--- config.mk ---
export PLATFORM = sky130hd
export DESIGN_NAME = sprite_frame_sequencer
export DESIGN_NICKNAME = d
export VERILOG_FILES = /design/src/rtl/core/sfs_pkg.sv /design/src/rtl/core/sprite_frame_sequencer.sv
export VERILOG_INCLUDE_DIRS = /design/src /design/src/rtl/core
export SDC_FILE = /design/constraint.sdc
export NUM_CORES = 1
export LEC_CHECK = 0
export BUFFER_PORTS_ARGS = -buffer_cell sky130_fd_sc_hd__buf_2
export CAP_MARGIN = 20
export CORE_MARGIN = 1.5
export CORE_UTILIZATION = 35
export DETAILED_ROUTE_END_ITERATION = 16
export HOLD_SLACK_MARGIN = 0.05
export REMOVE_ABC_BUFFERS = 1
export SETUP_SLACK_MARGIN = 0.15
export SLEW_MARGIN = 20
export SYNTH_ARGS = -nofsm -noshare
export SYNTH_HDL_FRONTEND = slang
export SYNTH_SLANG_ARGS = --single-unit
--- constraint.sdc ---
create_clock -name i_clk -period 12.8 [get_ports i_clk]
set_input_delay 3.84 -clock i_clk [delete_from_list [all_inputs] [get_ports i_clk]]
set_output_delay 3.84 -clock i_clk [all_outputs]
set_load 0.02 [all_outputs]
--- src/rtl/core/sprite_frame_sequencer_assert.svh ---
// Assertion macros shared by the sprite frame sequencer RTL.
`ifndef SPRITE_FRAME_SEQUENCER_ASSERT_SVH
`define SPRITE_FRAME_SEQUENCER_ASSERT_SVH

// Same-cycle implication, disabled while reset is asserted (active low).
`define SFS_ASSERT_IMPL(label, clk, rst_n, ante, cons) \
    label: assert property (@(posedge clk) disable iff (!(rst_n)) (ante) |-> (cons)) \
        else $error("sprite_frame_sequencer: assertion failed");

// Next-cycle implication, disabled while reset is asserted (active low).
`define SFS_ASSERT_NEXT(label, clk, rst_n, ante, cons) \
    label: assert property (@(posedge clk) disable iff (!(rst_n)) (ante) |=> (cons)) \
        else $error("sprite_frame_sequencer: assertion failed");

`endif

--- src/rtl/core/sfs_pkg.sv ---
// Types and constants for the sprite frame sequencer.
`default_nettype none

package sfs_pkg;

    localparam int FRAME_W    = 9;
    localparam int OUT_FRAME_W = 8;
    localparam int PERIOD_W   = 40;
    localparam int SCALE_W    = 16;
    localparam int DELTA_W    = 16;
    localparam int PROD_W     = DELTA_W + SCALE_W;
    localparam int ACC_W      = 48;
    localparam int SLOTS      = 4;
    localparam int SLOT_W     = 8;
    localparam int CFG_ADDR_W = 3;
    localparam int CFG_DATA_W = 40;

    // Upper limit on the frame count that the sequencer honors.
    localparam logic [FRAME_W-1:0] MAX_FRAMES = 9'd256;

    typedef enum logic [CFG_ADDR_W-1:0] {
        CFG_FRAME_COUNT    = 3'd0,
        CFG_FRAME_PERIOD   = 3'd1,
        CFG_PLAY_SCALE     = 3'd2,
        CFG_LOOP_ENABLE    = 3'd3,
        CFG_REVERSE_ENABLE = 3'd4,
        CFG_NOTIFY_FRAMES  = 3'd5,
        CFG_NOTIFY_ENABLE  = 3'd6
    } t_cfg_idx;

    typedef enum logic {
        ACT_TICK    = 1'b0,
        ACT_RESTART = 1'b1
    } t_action;

endpackage

`default_nettype wire

--- src/rtl/core/sprite_frame_sequencer.sv ---
// Sprite animation frame sequencer: time accumulator, frame stepping and notify slots.
// A request passes through the input register, the product register and the
// result register.
// Throughput: one request per cycle while the result side is not stalled; the accumulator and frame update in one pass.
// A stalled result register does not block requests while earlier stages hold bubbles.
// Reset (synchronous, active low) clears the pipeline, the state and loads register defaults.
`default_nettype none
`include "sprite_frame_sequencer_assert.svh"

module sprite_frame_sequencer (
    input  wire logic                            i_clk,
    input  wire logic                            i_rst_n,
    input  wire logic                            i_cfg_wr_en,
    input  wire logic [sfs_pkg::CFG_ADDR_W-1:0]  i_cfg_addr,
    input  wire logic [sfs_pkg::CFG_DATA_W-1:0]  i_cfg_wr_data,
    input  wire logic                            i_in_valid,
    output logic                                 o_in_stall,
    input  wire logic                            i_action,
    input  wire logic [sfs_pkg::DELTA_W-1:0]     i_delta_time,
    output logic                                 o_out_valid,
    input  wire logic                            i_out_stall,
    output logic [sfs_pkg::OUT_FRAME_W-1:0]      o_frame,
    output logic                                 o_animation_end,
    output logic [sfs_pkg::SLOTS-1:0]            o_notify_fired
);
    import sfs_pkg::*;

    // Configuration registers.
    logic [FRAME_W-1:0]      r_frame_count;
    logic [PERIOD_W-1:0]     r_frame_period;
    logic [SCALE_W-1:0]      r_play_scale;
    logic                    r_loop_enable;
    logic                    r_reverse_enable;
    logic [SLOTS*SLOT_W-1:0] r_notify_frames;
    logic [SLOTS-1:0]        r_notify_enable;

    // Pipeline registers.
    logic                    r_i_vld;
    logic                    r_i_action;
    logic [DELTA_W-1:0]      r_i_delta;
    logic                    r_p_vld;
    logic                    r_p_action;
    logic [PROD_W-1:0]       r_p_prod;
    logic                    r_o_vld;
    logic [OUT_FRAME_W-1:0]  r_o_frame;
    logic                    r_o_end;
    logic [SLOTS-1:0]        r_o_fired;

    // Sequencer state.
    logic [ACC_W-1:0]        r_acc;
    logic [FRAME_W-1:0]      r_cur_frame;
    logic [SLOTS-1:0]        r_notify_called;

    logic                    out_adv;
    logic                    p_rdy;
    logic                    i_rdy;
    logic                    in_take;
    logic                    p_load;
    logic                    out_load;

    logic [FRAME_W-1:0]      count;
    logic [ACC_W:0]          sum;
    logic [ACC_W-1:0]        sat;
    logic [ACC_W:0]          diff;
    logic                    stepped;
    logic                    ended_c;
    logic                    match_valid;
    logic [FRAME_W-1:0]      match_frame;
    logic [SLOTS-1:0]        fired_c;
    logic [ACC_W-1:0]        n_acc;
    logic [FRAME_W-1:0]      n_cur_frame;
    logic [SLOTS-1:0]        n_notify_called;

    logic                    restart_load;
    logic                    keep_load;

    // Each stage moves when the stage after it is empty or moving.
    assign out_adv    = !r_o_vld || !i_out_stall;
    assign p_rdy      = !r_p_vld || out_adv;
    assign i_rdy      = !r_i_vld || p_rdy;
    assign o_in_stall = !i_rdy;
    assign in_take    = i_in_valid && i_rdy;
    assign p_load     = r_i_vld && p_rdy;
    assign out_load   = r_p_vld && out_adv;

    always_ff @(posedge i_clk) begin
        if (!i_rst_n) begin
            r_frame_count    <= 9'd1;
            r_frame_period   <= 40'd256;
            r_play_scale     <= 16'd256;
            r_loop_enable    <= 1'b1;
            r_reverse_enable <= 1'b0;
            r_notify_frames  <= '0;
            r_notify_enable  <= '0;
        end else if (i_cfg_wr_en) begin
            case (t_cfg_idx'(i_cfg_addr))
                CFG_FRAME_COUNT:    r_frame_count    <= i_cfg_wr_data[FRAME_W-1:0];
                CFG_FRAME_PERIOD:   r_frame_period   <= i_cfg_wr_data[PERIOD_W-1:0];
                CFG_PLAY_SCALE:     r_play_scale     <= i_cfg_wr_data[SCALE_W-1:0];
                CFG_LOOP_ENABLE:    r_loop_enable    <= i_cfg_wr_data[0];
                CFG_REVERSE_ENABLE: r_reverse_enable <= i_cfg_wr_data[0];
                CFG_NOTIFY_FRAMES:  r_notify_frames  <= i_cfg_wr_data[SLOTS*SLOT_W-1:0];
                CFG_NOTIFY_ENABLE:  r_notify_enable  <= i_cfg_wr_data[SLOTS-1:0];
                default: ;
            endcase
        end
    end

    // Frame count as used: zero counts as one, large values clamp.
    always_comb begin
        if (r_frame_count == '0) begin
            count = 9'd1;
        end else if (r_frame_count > MAX_FRAMES) begin
            count = MAX_FRAMES;
        end else begin
            count = r_frame_count;
        end
    end

    always_comb begin
        sum     = {1'b0, r_acc} + {{(ACC_W + 1 - PROD_W){1'b0}}, r_p_prod};
        sat     = sum[ACC_W] ? {ACC_W{1'b1}} : sum[ACC_W-1:0];
        diff    = {1'b0, sat} - {{(ACC_W + 1 - PERIOD_W){1'b0}}, r_frame_period};
        stepped = !diff[ACC_W];
        n_acc   = stepped ? diff[ACC_W-1:0] : sat;

        ended_c     = 1'b0;
        match_valid = 1'b1;
        n_cur_frame = r_cur_frame;
        if (stepped) begin
            if (r_reverse_enable) begin
                if (r_cur_frame == '0) begin
                    ended_c     = 1'b1;
                    match_valid = 1'b0;
                end else begin
                    n_cur_frame = r_cur_frame - 9'd1;
                end
            end else begin
                n_cur_frame = r_cur_frame + 9'd1;
                ended_c     = (n_cur_frame >= count);
            end
        end
        match_frame = n_cur_frame;

        // The check sees the overrun frame before it is reloaded.
        for (int k = 0; k < SLOTS; k++) begin
            fired_c[k] = match_valid && r_notify_enable[k] && !r_notify_called[k] &&
                ({1'b0, r_notify_frames[k*SLOT_W +: SLOT_W]} == match_frame);
        end
        n_notify_called = r_notify_called | fired_c;

        if (ended_c) begin
            if (r_loop_enable) begin
                n_cur_frame = r_reverse_enable ? (count - 9'd1) : '0;
            end else begin
                n_cur_frame = r_reverse_enable ? '0 : (count - 9'd1);
            end
            n_notify_called = '0;
        end

        if (t_action'(r_p_action) == ACT_RESTART) begin
            n_acc           = '0;
            n_cur_frame     = '0;
            n_notify_called = '0;
            ended_c         = 1'b0;
            fired_c         = '0;
        end
    end

    always_ff @(posedge i_clk) begin
        if (!i_rst_n) begin
            r_i_vld         <= 1'b0;
            r_p_vld         <= 1'b0;
            r_o_vld         <= 1'b0;
            r_acc           <= '0;
            r_cur_frame     <= '0;
            r_notify_called <= '0;
        end else begin
            if (i_rdy) begin
                r_i_vld <= i_in_valid;
            end
            if (p_rdy) begin
                r_p_vld <= r_i_vld;
            end
            if (out_adv) begin
                r_o_vld <= r_p_vld;
            end
            if (out_load) begin
                r_acc           <= n_acc;
                r_cur_frame     <= n_cur_frame;
                r_notify_called <= n_notify_called;
            end
        end
    end

    always_ff @(posedge i_clk) begin
        if (in_take) begin
            r_i_action <= i_action;
            r_i_delta  <= i_delta_time;
        end
        if (p_load) begin
            r_p_action <= r_i_action;
            r_p_prod   <= r_i_delta * r_play_scale;
        end
        if (out_load) begin
            r_o_frame <= n_cur_frame[OUT_FRAME_W-1:0];
            r_o_end   <= ended_c;
            r_o_fired <= fired_c;
        end
    end

    assign o_out_valid     = r_o_vld;
    assign o_frame         = r_o_frame;
    assign o_animation_end = r_o_end;
    assign o_notify_fired  = r_o_fired;

    assign restart_load = out_load && (t_action'(r_p_action) == ACT_RESTART);
    assign keep_load    = out_load && !ended_c;

    `SFS_ASSERT_NEXT(a_restart_clears, i_clk, i_rst_n, restart_load, {r_o_frame, r_o_end, r_o_fired} == '0)
    `SFS_ASSERT_NEXT(a_end_rearms, i_clk, i_rst_n, out_load && ended_c, r_notify_called == '0)
    `SFS_ASSERT_NEXT(a_fired_recorded, i_clk, i_rst_n, keep_load, (r_o_fired & ~r_notify_called) == '0)

endmodule

`default_nettype wire

==> flow_summary_export.csv, run 1 <==
group,metric,value,unit
sta,setup_ws,4210,ps
synth,synthFlopType,"sky130_fd_sc_hd__dfxtp_1",
global_routing,grt_overflow,0,
route,routed-via-count,19100,
min_path,whs_path_depth,0,
global_routing,maximum_number_of_pins_on_one_net_before_global_route_repair,91,
synth,synth.distinct_cells,83,
final_layout,drive_gt1_share,6.77,%
synth,netlist_area,0.0234,mm^2
floorplanning,start_util,35.5,%
clocking,cts.hold.buffers_added,0,
route,finalWirelength,63200,um
floorplanning,row_count,94,
clocking,cts-resized-gates,0,
setup_path,worst_setup_path_end_kind,"register",
synth,postSynthAreaPerCell,8.39,um^2
sta,clock-skew-final,26.8,ps
setup_path,cp_slowest_stage_delay,810,ps
setup_path,worst-path-buf-inv,2,
route,ant_nets,0,
floorplanning,die-height,261,um
floorplanning,io_pins,80,
synth,synth.ff_latch_count,230,
route,via_per_inst,5.20,
pwr,internal_power,1.69,mW
sta,fin_crit_sh,67.1,%
setup_path,cp_slowest_cell,"sky130_fd_sc_hd__nor4_4",
placement,preCtsSetupSlack,4250,ps
route,drt_first_pass_iters,6,
pwr,switchingPower,0.977,mW
final_layout,synthToLayoutAreaGrowth,9.21,%
flow_run,timing.max_cap.violations,0,
global_routing,global_route.usage.total,18.7,%
pwr,power.share.switching,36.6,%
synth,synth_edf_count,63,
floorplanning,die_w,261,um
global_routing,antenna_found_initial,0,
pwr,sequentialPowerShare,31.6,%
sta,grt_setup_unrepaired,"false",
sta,report.final.hold_viol_count,0,
run_status,run_status,"completed",
clocking,path_clk_slew,70,ps
setup_path,required_time_of_the_critical_path,13300,ps
clocking,postCtsSetupBuffers,0,
final_layout,multi_input_area,0.0165,mm^2
sta,worst-slew-pin-transition,948,ps
setup_path,crit-reg2reg-launch,"r_p_prod[0]",
clocking,clock_tree.htree_level_count,1,
setup_path,path_depth,27,
pwr,power_frac_comb,35.3,%
floorplanning,dieArea,0.0683,mm^2
final_layout,seqCellArea,0.00524,mm^2
route,post-route-drc-count,0,
route,wire_per_inst,17.2,um
sta,fin_setup_tns,0,ps
clocking,numCtsBuffers,28,
pwr,power_density,105,mW/mm^2
placement,port_buffers,79,
global_routing,number_of_global_route_vias_before_repair,18700,
pwr,irDropWorstVdd,0.103,mV
setup_path,ff2ff_path_depth,27,
placement,gp_routability_congestion,0.927,
clocking,clock-sinks,230,
final_layout,final_common_cell,"sky130_fd_sc_hd__nand2_1",
route,drt_first_iter_violations,1299,
pwr,leakage,10.8,nW
min_path,hp-class,"reg2reg",
sta,timing.final.crit_period,8590,ps
sta,smallest_hold_slack,436,ps
setup_path,timing.critical_path.from_type,"register",
sta,timing.fmax,116,MHz
pwr,power_frac_clock,33.1,%
clocking,clock_tree_from_tritoncts,"built",
final_layout,finish.net_count,3234,
global_routing,grt_first_pass_wirelength,103000,um
setup_path,crit_start,"r_p_prod[0]",
clocking,cts_root_buffer,"sky130_fd_sc_hd__clkbuf_16",
sta,slew_viol_final,0,
final_layout,insertedDiodeCount,0,
clocking,cts.path.max_buffers,3,
clocking,clock_latency,600,ps
synth,synth-async-reset-ratio,0,%
synth,seq_area_frac_synth,22.4,%
setup_path,worst-endpoint-arrival,9090,ps
setup_path,path_max_fanout,60,
final_layout,nFillCells,6753,
setup_path,crit_path_kind,"reg2reg",
min_path,hold_path_startpoint,"r_i_action",
sta,maxSlewHeadroom,36.4,%
placement,dp_hpwl,48300,um
final_layout,mostFrequentLayoutCells,"sky130_fd_sc_hd__nand2_1 (527), sky130_fd_sc_hd__inv_1 (304), sky130_fd_sc_hd__fa_1 (196), sky130_fd_sc_hd__ha_1 (188), sky130_fd_sc_hd__dfxtp_1 (167)",
floorplanning,core_area,0.0659,mm^2
synth,post_synth_inst_count,2784,
setup_path,timing.critical_path.max_delay_family,"compound AO/OA/AOI/OAI gates",
sta,setup_violations_final,0,
synth,ys_warn_count,0,
-- power by group through the flow --
stage,Combinational (mW),Clock [mW],Sequential (mW)
2_1_floorplan,0.701,0,0.835
3_3_place_gp,0.929,0,0.856
3_5_place_dp,0.930,0,0.857
4_1_cts,0.938,0.900,0.842
5_1_grt,1.06,0.932,0.847
6_report,0.942,0.882,0.842
-- worst paths after layout --
| check | end | slack, ps |
|---|---|---|
| max reg2reg | r_acc[43] | 4210 |
| min | r_p_action | 440 |
| min reg2reg | r_p_action | 440 |
| max | r_acc[43] | 4210 |
-- synth_stat cells (18+ instances only) --
cell / number / area [um^2]
sky130_fd_sc_hd__nor3_1: 46 / 230
sky130_fd_sc_hd__o21bai_1: 18 / 135
sky130_fd_sc_hd__nand2_1: 528 / 1980
sky130_fd_sc_hd__xnor2_1: 84 / 736
sky130_fd_sc_hd__inv_1: 304 / 1140
sky130_fd_sc_hd__fa_1: 196 / 3920
sky130_fd_sc_hd__nand3_1: 41 / 205
sky130_fd_sc_hd__mux2i_1: 24 / 240
sky130_fd_sc_hd__nand4_1: 19 / 119
sky130_fd_sc_hd__and2_1: 97 / 607
sky130_fd_sc_hd__o21ai_0: 105 / 526
sky130_fd_sc_hd__nor4_1: 18 / 113
sky130_fd_sc_hd__clkbuf_1: 109 / 409
sky130_fd_sc_hd__dfxtp_1: 167 / 3340
sky130_fd_sc_hd__a21o_1: 37 / 278
sky130_fd_sc_hd__nor2b_1: 62 / 388
sky130_fd_sc_hd__nand2b_1: 19 / 119
sky130_fd_sc_hd__edfxtp_1: 63 / 1890
sky130_fd_sc_hd__a21oi_1: 140 / 701
sky130_fd_sc_hd__a21boi_0: 104 / 781
sky130_fd_sc_hd__ha_1: 188 / 2350
sky130_fd_sc_hd__xor2_1: 52 / 455
sky130_fd_sc_hd__nor2_1: 93 / 349
sky130_fd_sc_hd__a22oi_1: 33 / 248
-- through the flow --
step | cells | total power [mW] | utilization [%] | cell area (um^2)
after floorplan | 2659 | 1.54 | - | 22800
after global routing | 3671 | 2.84 | 38.7 | 25500
after detailed placement | 3619 | 1.79 | 37.2 | 24500
after global placement | 3619 | 1.79 | 37.2 | 24500
after CTS | 3671 | 2.68 | 38.7 | 25500
final | 3671 | 2.67 | 38.7 | 25500
-- layer usage --
| metal | GRT usage [%] | part of all wire (%) | vias up |
|---|---|---|---|
| li1 | - | - | 9319 |
| met1 | 26.4 | 48 | 9163 |
| met2 | 30.2 | 45 | 494 |
| met3 | 2.21 | 5.2 | 97 |
| met4 | 4.74 | 2.3 | 0 |
| met5 | 0 | 0 | - |
-- state kept, by name (all words and copies together), names as in the netlist, 8 cells and up --
signal and cells:
r_play_scale 16, o_frame 8, r_acc 48, r_i_delta 16, r_frame_period 40, r_frame_count 9
r_cur_frame 9, r_notify_frames 32, r_p_prod 32
-- layout make-up --
type	instances	area share [%]
Inverter	306	4.50
Tap cell	864	4.24
Sequential cell	230	20.5
Multi-Input combinational cell	2123	64.6
Clock buffer	33	3.11
Clock inverter	19	0.917
Timing Repair Buffer	96	2.06
-- cell families (layout without fill, tap and decap cells) --
kind of cell               after synthesis  in the layout  synth area share, %
and+or+nand+nor                        987            987                 19.7
AOI/OAI and AO/OA                      577            577                 16.5
buffers and inverters                  431            454                 7.09
adders and majority gates              384            384                 26.9
DFF                                    230            230                 22.4
xor gates and xnor gates               147            147                 6.16
muxes                                   28             28                 1.22
(Power assumes the default switching activity.)
==> run 2: changes to the inputs <==
Settings changed: ABC_AREA set to 1.
Clock period 12.8 ns to 8.2 ns, I/O delays scaled along.
==> flow_summary_export.csv, run 2 <==
group,metric,value,unit
placement,gp_routability_congestion,0.967,
pwr,leakage,12.8,nW
final_layout,insertedDiodeCount,0,
sta,setup_violations_final,0,
floorplanning,die-height,266,um
synth,netlist.area_leader.share,16.3,%
final_layout,layout.cells.non_filler,4303,
pwr,irDropWorstVdd,0.185,mV
clocking,cts.hold.buffers_added,0,
synth,yosysMostFrequentCell,"sky130_fd_sc_hd__nand2_1",
floorplanning,die_w,266,um
synth,synth_top_family_by_area,"adder cells",
clocking,postCtsSetupBuffers,0,
placement,cell_count_after_placement,4252,
sta,maxSlewHeadroom,35.7,%
route,ant_nets,0,
route,post-route-drc-count,0,
clocking,cts_root_buffer,"sky130_fd_sc_hd__clkbuf_16",
sta,clock-skew-final,29.4,ps
synth,synth-adder-area-share,26.0,%
placement,dp_hpwl,57100,um
route,routed-via-count,21400,
global_routing,grt_overflow,0,
final_layout,synthToLayoutAreaGrowth,8.03,%
final_layout,largest_reg_flops,48,
setup_path,timing.critical_path.from_type,"register",
floorplanning,row_count,96,
synth,synth_compound_area_share,13.0,%
sta,setup_ws,1710,ps
synth,post_synth_inst_count,3413,
sta,timing.fmax,154,MHz
clocking,path_clk_slew,70,ps
sta,report.final.hold_viol_count,0,
synth,netlist_area,0.0241,mm^2
final_layout,final_common_cell,"sky130_fd_sc_hd__nand2_1",
synth,synthSimpleGateAreaFrac,23.2,%
global_routing,antenna_found_initial,1,
synth,synth.ff_latch_count,230,
route,via_per_inst,4.97,
pwr,design_power_total,4.88,mW
setup_path,worst-path-buf-inv,5,
run_status,run_status,"completed",
route,drt_first_iter_violations,1715,
final_layout,largestRegisters,"r_acc: 48 flops, r_frame_period: 40 flops",
setup_path,timing.critical_path.mode_cell,"sky130_fd_sc_hd__fa_1",
sta,smallest_hold_slack,452,ps
setup_path,crit_start,"r_i_delta[10]",
clocking,cts.path.max_buffers,3,
sta,timing.final.crit_period,6490,ps
sta,grt_setup_unrepaired,"false",
setup_path,worst-endpoint-arrival,6790,ps
setup_path,timing.critical_path.max_delay_family,"adder cells",
floorplanning,core_area,0.0685,mm^2
final_layout,finish.net_count,3849,
setup_path,cp_slowest_stage_delay,780,ps
route,drt_first_pass_iters,5,
clocking,cts-resized-gates,0,
setup_path,crit_chain,"nand2_1, fa_1, inv_1, fa_1, inv_1, fa_1, fa_1, inv_1, fa_1, inv_1, fa_1, inv_1, ha_1, a21oi_1, nand2_1, a21boi_0, o21ai_0, a21oi_1, o21ai_0, a21oi_1, xor2_1",
synth,seq_area_frac_synth,21.7,%
synth,synth_area_leaders,"sky130_fd_sc_hd__fa_1 (16%), sky130_fd_sc_hd__dfxtp_1 (14%), sky130_fd_sc_hd__nand2_1 (13%)",
synth,ys_warn_count,0,
setup_path,path_max_fanout,16,
min_path,hp-class,"reg2reg",
synth,netlist_top_cells_count,"sky130_fd_sc_hd__nand2_1 (831), sky130_fd_sc_hd__inv_1 (630), sky130_fd_sc_hd__nor2_1 (262)",
placement,placedInstanceArea,0.0252,mm^2
setup_path,crit_path_kind,"reg2reg",
global_routing,global_route.usage.total,20.3,%
setup_path,worst_setup_path_end_kind,"register",
clocking,numCtsBuffers,27,
setup_path,cp_slowest_cell,"sky130_fd_sc_hd__edfxtp_1",
setup_path,required_time_of_the_critical_path,8510,ps
synth,yosysTopAreaCell,"sky130_fd_sc_hd__fa_1",
sta,fin_crit_sh,79.1,%
synth,postSynthAreaPerCell,7.07,um^2
global_routing,number_of_global_route_vias_before_repair,20900,
final_layout,final_cell_area,0.0261,mm^2
floorplanning,io_pins,80,
pwr,power_density,187,mW/mm^2
global_routing,maximum_number_of_pins_on_one_net_before_global_route_repair,93,
final_layout,mostFrequentLayoutCells,"sky130_fd_sc_hd__nand2_1 (831), sky130_fd_sc_hd__inv_1 (628), sky130_fd_sc_hd__a21oi_1 (261), sky130_fd_sc_hd__nor2_1 (259), sky130_fd_sc_hd__fa_1 (196)",
placement,preCtsSetupSlack,1670,ps
clocking,clock-sinks,230,
setup_path,path_depth,21,
final_layout,drive_gt1_share,6.64,%
setup_path,regToRegEndpoint,"r_p_prod[28]",
synth,yosys.area_share.xor_xnor,3.74,%
route,finalWirelength,71000,um
clocking,clock_tree.htree_level_count,1,
setup_path,reg2reg_setup_slack,1710,ps
sta,fin_setup_tns,0,ps
clocking,clock_tree_from_tritoncts,"built",
synth,synthFlopType,"sky130_fd_sc_hd__dfxtp_1",
synth,synth_edf_count,63,
final_layout,regMostFlops,"r_acc",
global_routing,grt_first_pass_wirelength,115000,um
setup_path,crit-reg2reg-launch,"r_i_delta[10]",
sta,worst-slew-pin-transition,964,ps
synth,synth.distinct_cells,54,
floorplanning,dieArea,0.0705,mm^2
placement,port_buffers,79,
clocking,clock_latency,590,ps
setup_path,ff2ff_path_depth,21,
flow_run,timing.max_cap.violations,0,
final_layout,final_util,38.1,%
sta,slew_viol_final,0,
synth,synth-async-reset-ratio,0,%
setup_path,critPathCapture,"r_p_prod[28]",
floorplanning,start_util,35.2,%
route,wire_per_inst,16.5,um
synth,synth.mux.area_fraction,0,%
[run 2: changes by cell type in the layout (fill, tap and decap cells not counted), moves of 30 or more]
cell / before / now
sky130_fd_sc_hd__nor2_1: 90 / 259
sky130_fd_sc_hd__a21boi_0: 104 / 3
sky130_fd_sc_hd__o21ai_0: 104 / 178
sky130_fd_sc_hd__and2_1: 96 / 3
sky130_fd_sc_hd__a21o_1: 37 / 6
sky130_fd_sc_hd__a22oi_1: 33 / 0
sky130_fd_sc_hd__inv_1: 304 / 628
sky130_fd_sc_hd__nor3_1: 46 / 16
sky130_fd_sc_hd__nand3_1: 41 / 129
sky130_fd_sc_hd__o211ai_1: 4 / 43
sky130_fd_sc_hd__nand2_1: 527 / 831
sky130_fd_sc_hd__a21oi_1: 140 / 261
sky130_fd_sc_hd__xnor2_1: 84 / 39
sky130_fd_sc_hd__nor2b_1: 60 / 0
[run 2: cell families after synthesis]
| group | count (synthesis) |
|---|---|
| simple gates | 1344 |
| buf+inv | 782 |
| compound gates | 570 |
| fa+ha+maj | 384 |
| flops | 230 |
| xor+xnor | 103 |
[run 2: layout make-up]
cell class / instances / area, um^2
fill: 7320 / 42400
multi-input combinational: 2401 / 15900
sequential: 230 / 5240
inverter: 649 / 2440
tap: 882 / 1100
clock buffer: 34 / 743
timing repair buffer: 91 / 498
clock inverter: 16 / 136
[run 2: worst min-delay path by stage]
stage / startpoint / end / slack [ps] / cells past startpoint
2_1_floorplan: r_i_action / r_p_action / 400 / 0
3_3_place_gp: r_i_action / r_p_action / 410 / 0
3_5_place_dp: r_i_action / r_p_action / 440 / 0
4_1_cts: r_i_action / r_p_action / 450 / 0
5_1_grt: r_i_action / r_p_action / 460 / 0
6_report: r_i_action / r_p_action / 450 / 0
[run 2: worst reg2reg max path, delay by kind of cell (launching register included)]
kind,cells,cell delay [ps]
adders and majority gates,7,3370
DFF,1,780
xor gates and xnor gates,1,100
buffers and inverters,5,240
AOI/OAI and AO/OA,6,1450
and+or+nand+nor,2,280
[run 2: report_power, final]
part / internal [mW] / switching, mW / total [mW]
Sequential: 1.26 / 0.0847 / 1.35
Clock: 0.680 / 0.537 / 1.22
Combinational: 0.775 / 1.54 / 2.32
[run 2: routing by layer]
metal	share of wire (%)	global-route usage [%]	vias to the layer above	wire [um]
li1	-	-	10700	-
met1	47	28.5	10000	33600
met2	45	33.7	597	31800
met3	5.8	2.23	81	4120
met4	2.0	3.88	2	1410
met5	0.017	0	-	12
==> run 3: changes to the inputs <==
Clock period 8.2 ns to 5.85 ns, I/O delays scaled along.
==> flow_summary_export.csv, run 3 (synthesized netlist as in run 2, its figures left out) <==
group,metric,value,unit
setup_path,crit_path_kind,"reg2reg",
final_layout,largest_reg_flops,48,
route,drt_first_pass_iters,7,
floorplanning,row_count,96,
pwr,power_frac_comb,53.2,%
sta,maxSlewHeadroom,34.2,%
setup_path,cp_slowest_stage_delay,540,ps
final_layout,layout.cells.non_filler,4508,
flow_run,timing.max_cap.violations,0,
sta,smallest_hold_slack,432,ps
clocking,cts.path.max_buffers,3,
sta,clock-skew-final,36.6,ps
setup_path,cp_slowest_cell,"sky130_fd_sc_hd__fa_1",
final_layout,nFillCells,7101,
sta,report.final.hold_viol_count,0,
route,via_per_inst,4.90,
final_layout,regMostFlops,"r_acc",
clocking,clock_tree_from_tritoncts,"built",
placement,preCtsSetupSlack,-107,ps
final_layout,synthToLayoutAreaGrowth,16.9,%
sta,fin_crit_sh,96.4,%
route,routed-via-count,22100,
setup_path,worst-endpoint-arrival,5950,ps
setup_path,timing.critical_path.from_type,"register",
pwr,leakage,13.9,nW
sta,grt_setup_unrepaired,"true",
floorplanning,dieArea,0.0705,mm^2
final_layout,final_common_cell,"sky130_fd_sc_hd__nand2_1",
final_layout,insertedDiodeCount,0,
final_layout,multi_input_area,0.0164,mm^2
global_routing,maximum_number_of_pins_on_one_net_before_global_route_repair,104,
clocking,clock_latency,590,ps
route,ant_nets,0,
sta,setup_violations_final,0,
clocking,path_clk_slew,70,ps
route,drt_first_iter_violations,1553,
clocking,clock-sinks,230,
global_routing,number_of_global_route_vias_before_repair,21300,
clocking,clock_tree.htree_level_count,1,
global_routing,grt_overflow,0,
final_layout,mostFrequentLayoutCells,"sky130_fd_sc_hd__nand2_1 (813), sky130_fd_sc_hd__inv_1 (614), sky130_fd_sc_hd__nor2_1 (255), sky130_fd_sc_hd__a21oi_1 (245), sky130_fd_sc_hd__fa_1 (194)",
pwr,power.share.switching,43.0,%
pwr,power_density,267,mW/mm^2
placement,cell_count_after_placement,4429,
pwr,internal_power,4.29,mW
min_path,hp-class,"reg2reg",
final_layout,seqCellArea,0.00525,mm^2
setup_path,worst_setup_path_end_kind,"register",
clocking,numCtsBuffers,27,
placement,dp_hpwl,59400,um
pwr,irDropWorstVdd,0.226,mV
setup_path,required_time_of_the_critical_path,6160,ps
pwr,sequentialPowerShare,24.5,%
floorplanning,io_pins,80,
floorplanning,die-height,266,um
final_layout,finish.net_count,4054,
run_status,run_status,"completed",
global_routing,global_route.usage.total,20.4,%
setup_path,timing.critical_path.mode_cell,"sky130_fd_sc_hd__fa_1",
sta,timing.final.crit_period,5640,ps
final_layout,largestRegisters,"r_acc: 48 flops, r_frame_period: 40 flops",
floorplanning,start_util,35.2,%
route,finalWirelength,72200,um
route,post-route-drc-count,0,
final_layout,drive_gt1_share,14.3,%
placement,gp_routability_congestion,0.939,
pwr,power_frac_clock,22.3,%
sta,setup_ws,211,ps
global_routing,grt_first_pass_wirelength,115000,um
setup_path,path_max_fanout,9,
sta,slew_viol_final,0,
clocking,cts_root_buffer,"sky130_fd_sc_hd__clkbuf_16",
global_routing,antenna_found_initial,0,
final_layout,final_util,41.2,%
floorplanning,core_area,0.0685,mm^2
sta,worst-slew-pin-transition,982,ps
sta,timing.fmax,177,MHz
floorplanning,die_w,266,um
pwr,switchingPower,3.23,mW
route,wire_per_inst,16.0,um
placement,port_buffers,79,
run 3: cell type report:
class / instances / area share (%)
Sequential cell: 230 / 18.6
Inverter: 649 / 8.65
Multi-Input combinational cell: 2401 / 58.0
Clock inverter: 18 / 0.519
Tap cell: 882 / 3.91
Timing Repair Buffer: 296 / 7.71
Clock buffer: 32 / 2.54
run 3: power groups by stage:
| stage | Clock (mW) | Combinational, mW | Sequential, mW |
|---|---|---|---|
| floorplan | 0 | 2.34 | 1.87 |
| global placement | 0 | 3.70 | 1.87 |
| detailed placement | 0 | 3.71 | 1.87 |
| CTS | 1.71 | 3.75 | 1.84 |
| global route | 1.77 | 4.45 | 1.85 |
| finish | 1.68 | 4.00 | 1.84 |
run 3: per-stage QoR:
| stage | total power [mW] | TNS, ps | instance area (um^2) |
|---|---|---|---|
| 6_report | 7.52 | 0 | 28200 |
| 5_1_grt | 8.07 | 0 | 28200 |
| 4_1_cts | 7.30 | 0 | 27500 |
| 3_5_place_dp | 5.58 | -428 | 26600 |
| 3_3_place_gp | 5.57 | 0 | 26600 |
| 2_1_floorplan | 4.21 | -565 | 23600 |
run 3: worst max-delay path, delay by kind of cell (launching register included):
family,cells,cell delay (ps)
fa+ha+maj,7,3200
buf+inv,9,770
simple gates,6,440
flops,1,430
compound gates,3,410
xor+xnor,1,140
run 3: path summary, 6_finish.rpt:
path,start,endpoint,slack (ps),depth (start not counted)
max,r_i_delta[5],r_p_prod[31],210,26
max reg2reg,r_i_delta[5],r_p_prod[31],210,26
min,r_i_action,r_p_action,430,0
min reg2reg,r_i_action,r_p_action,430,0
run 3: timing repair:
action	4_1_cts	5_1_grt
resized for setup	13	128
endpoints found under the setup margin	12	47
setup buffers	7	22
pin swaps	2	55
gates cloned	0	0
hold buffers	0	0
run 3: layer usage:
metal | track usage [%] | vias up | wire [um]
met5 | 0 | - | 0
li1 | - | 11100 | -
met4 | 3.89 | 0 | 1440
met1 | 29.2 | 10400 | 35000
met2 | 33.6 | 505 | 32300
met3 | 1.81 | 71 | 3440
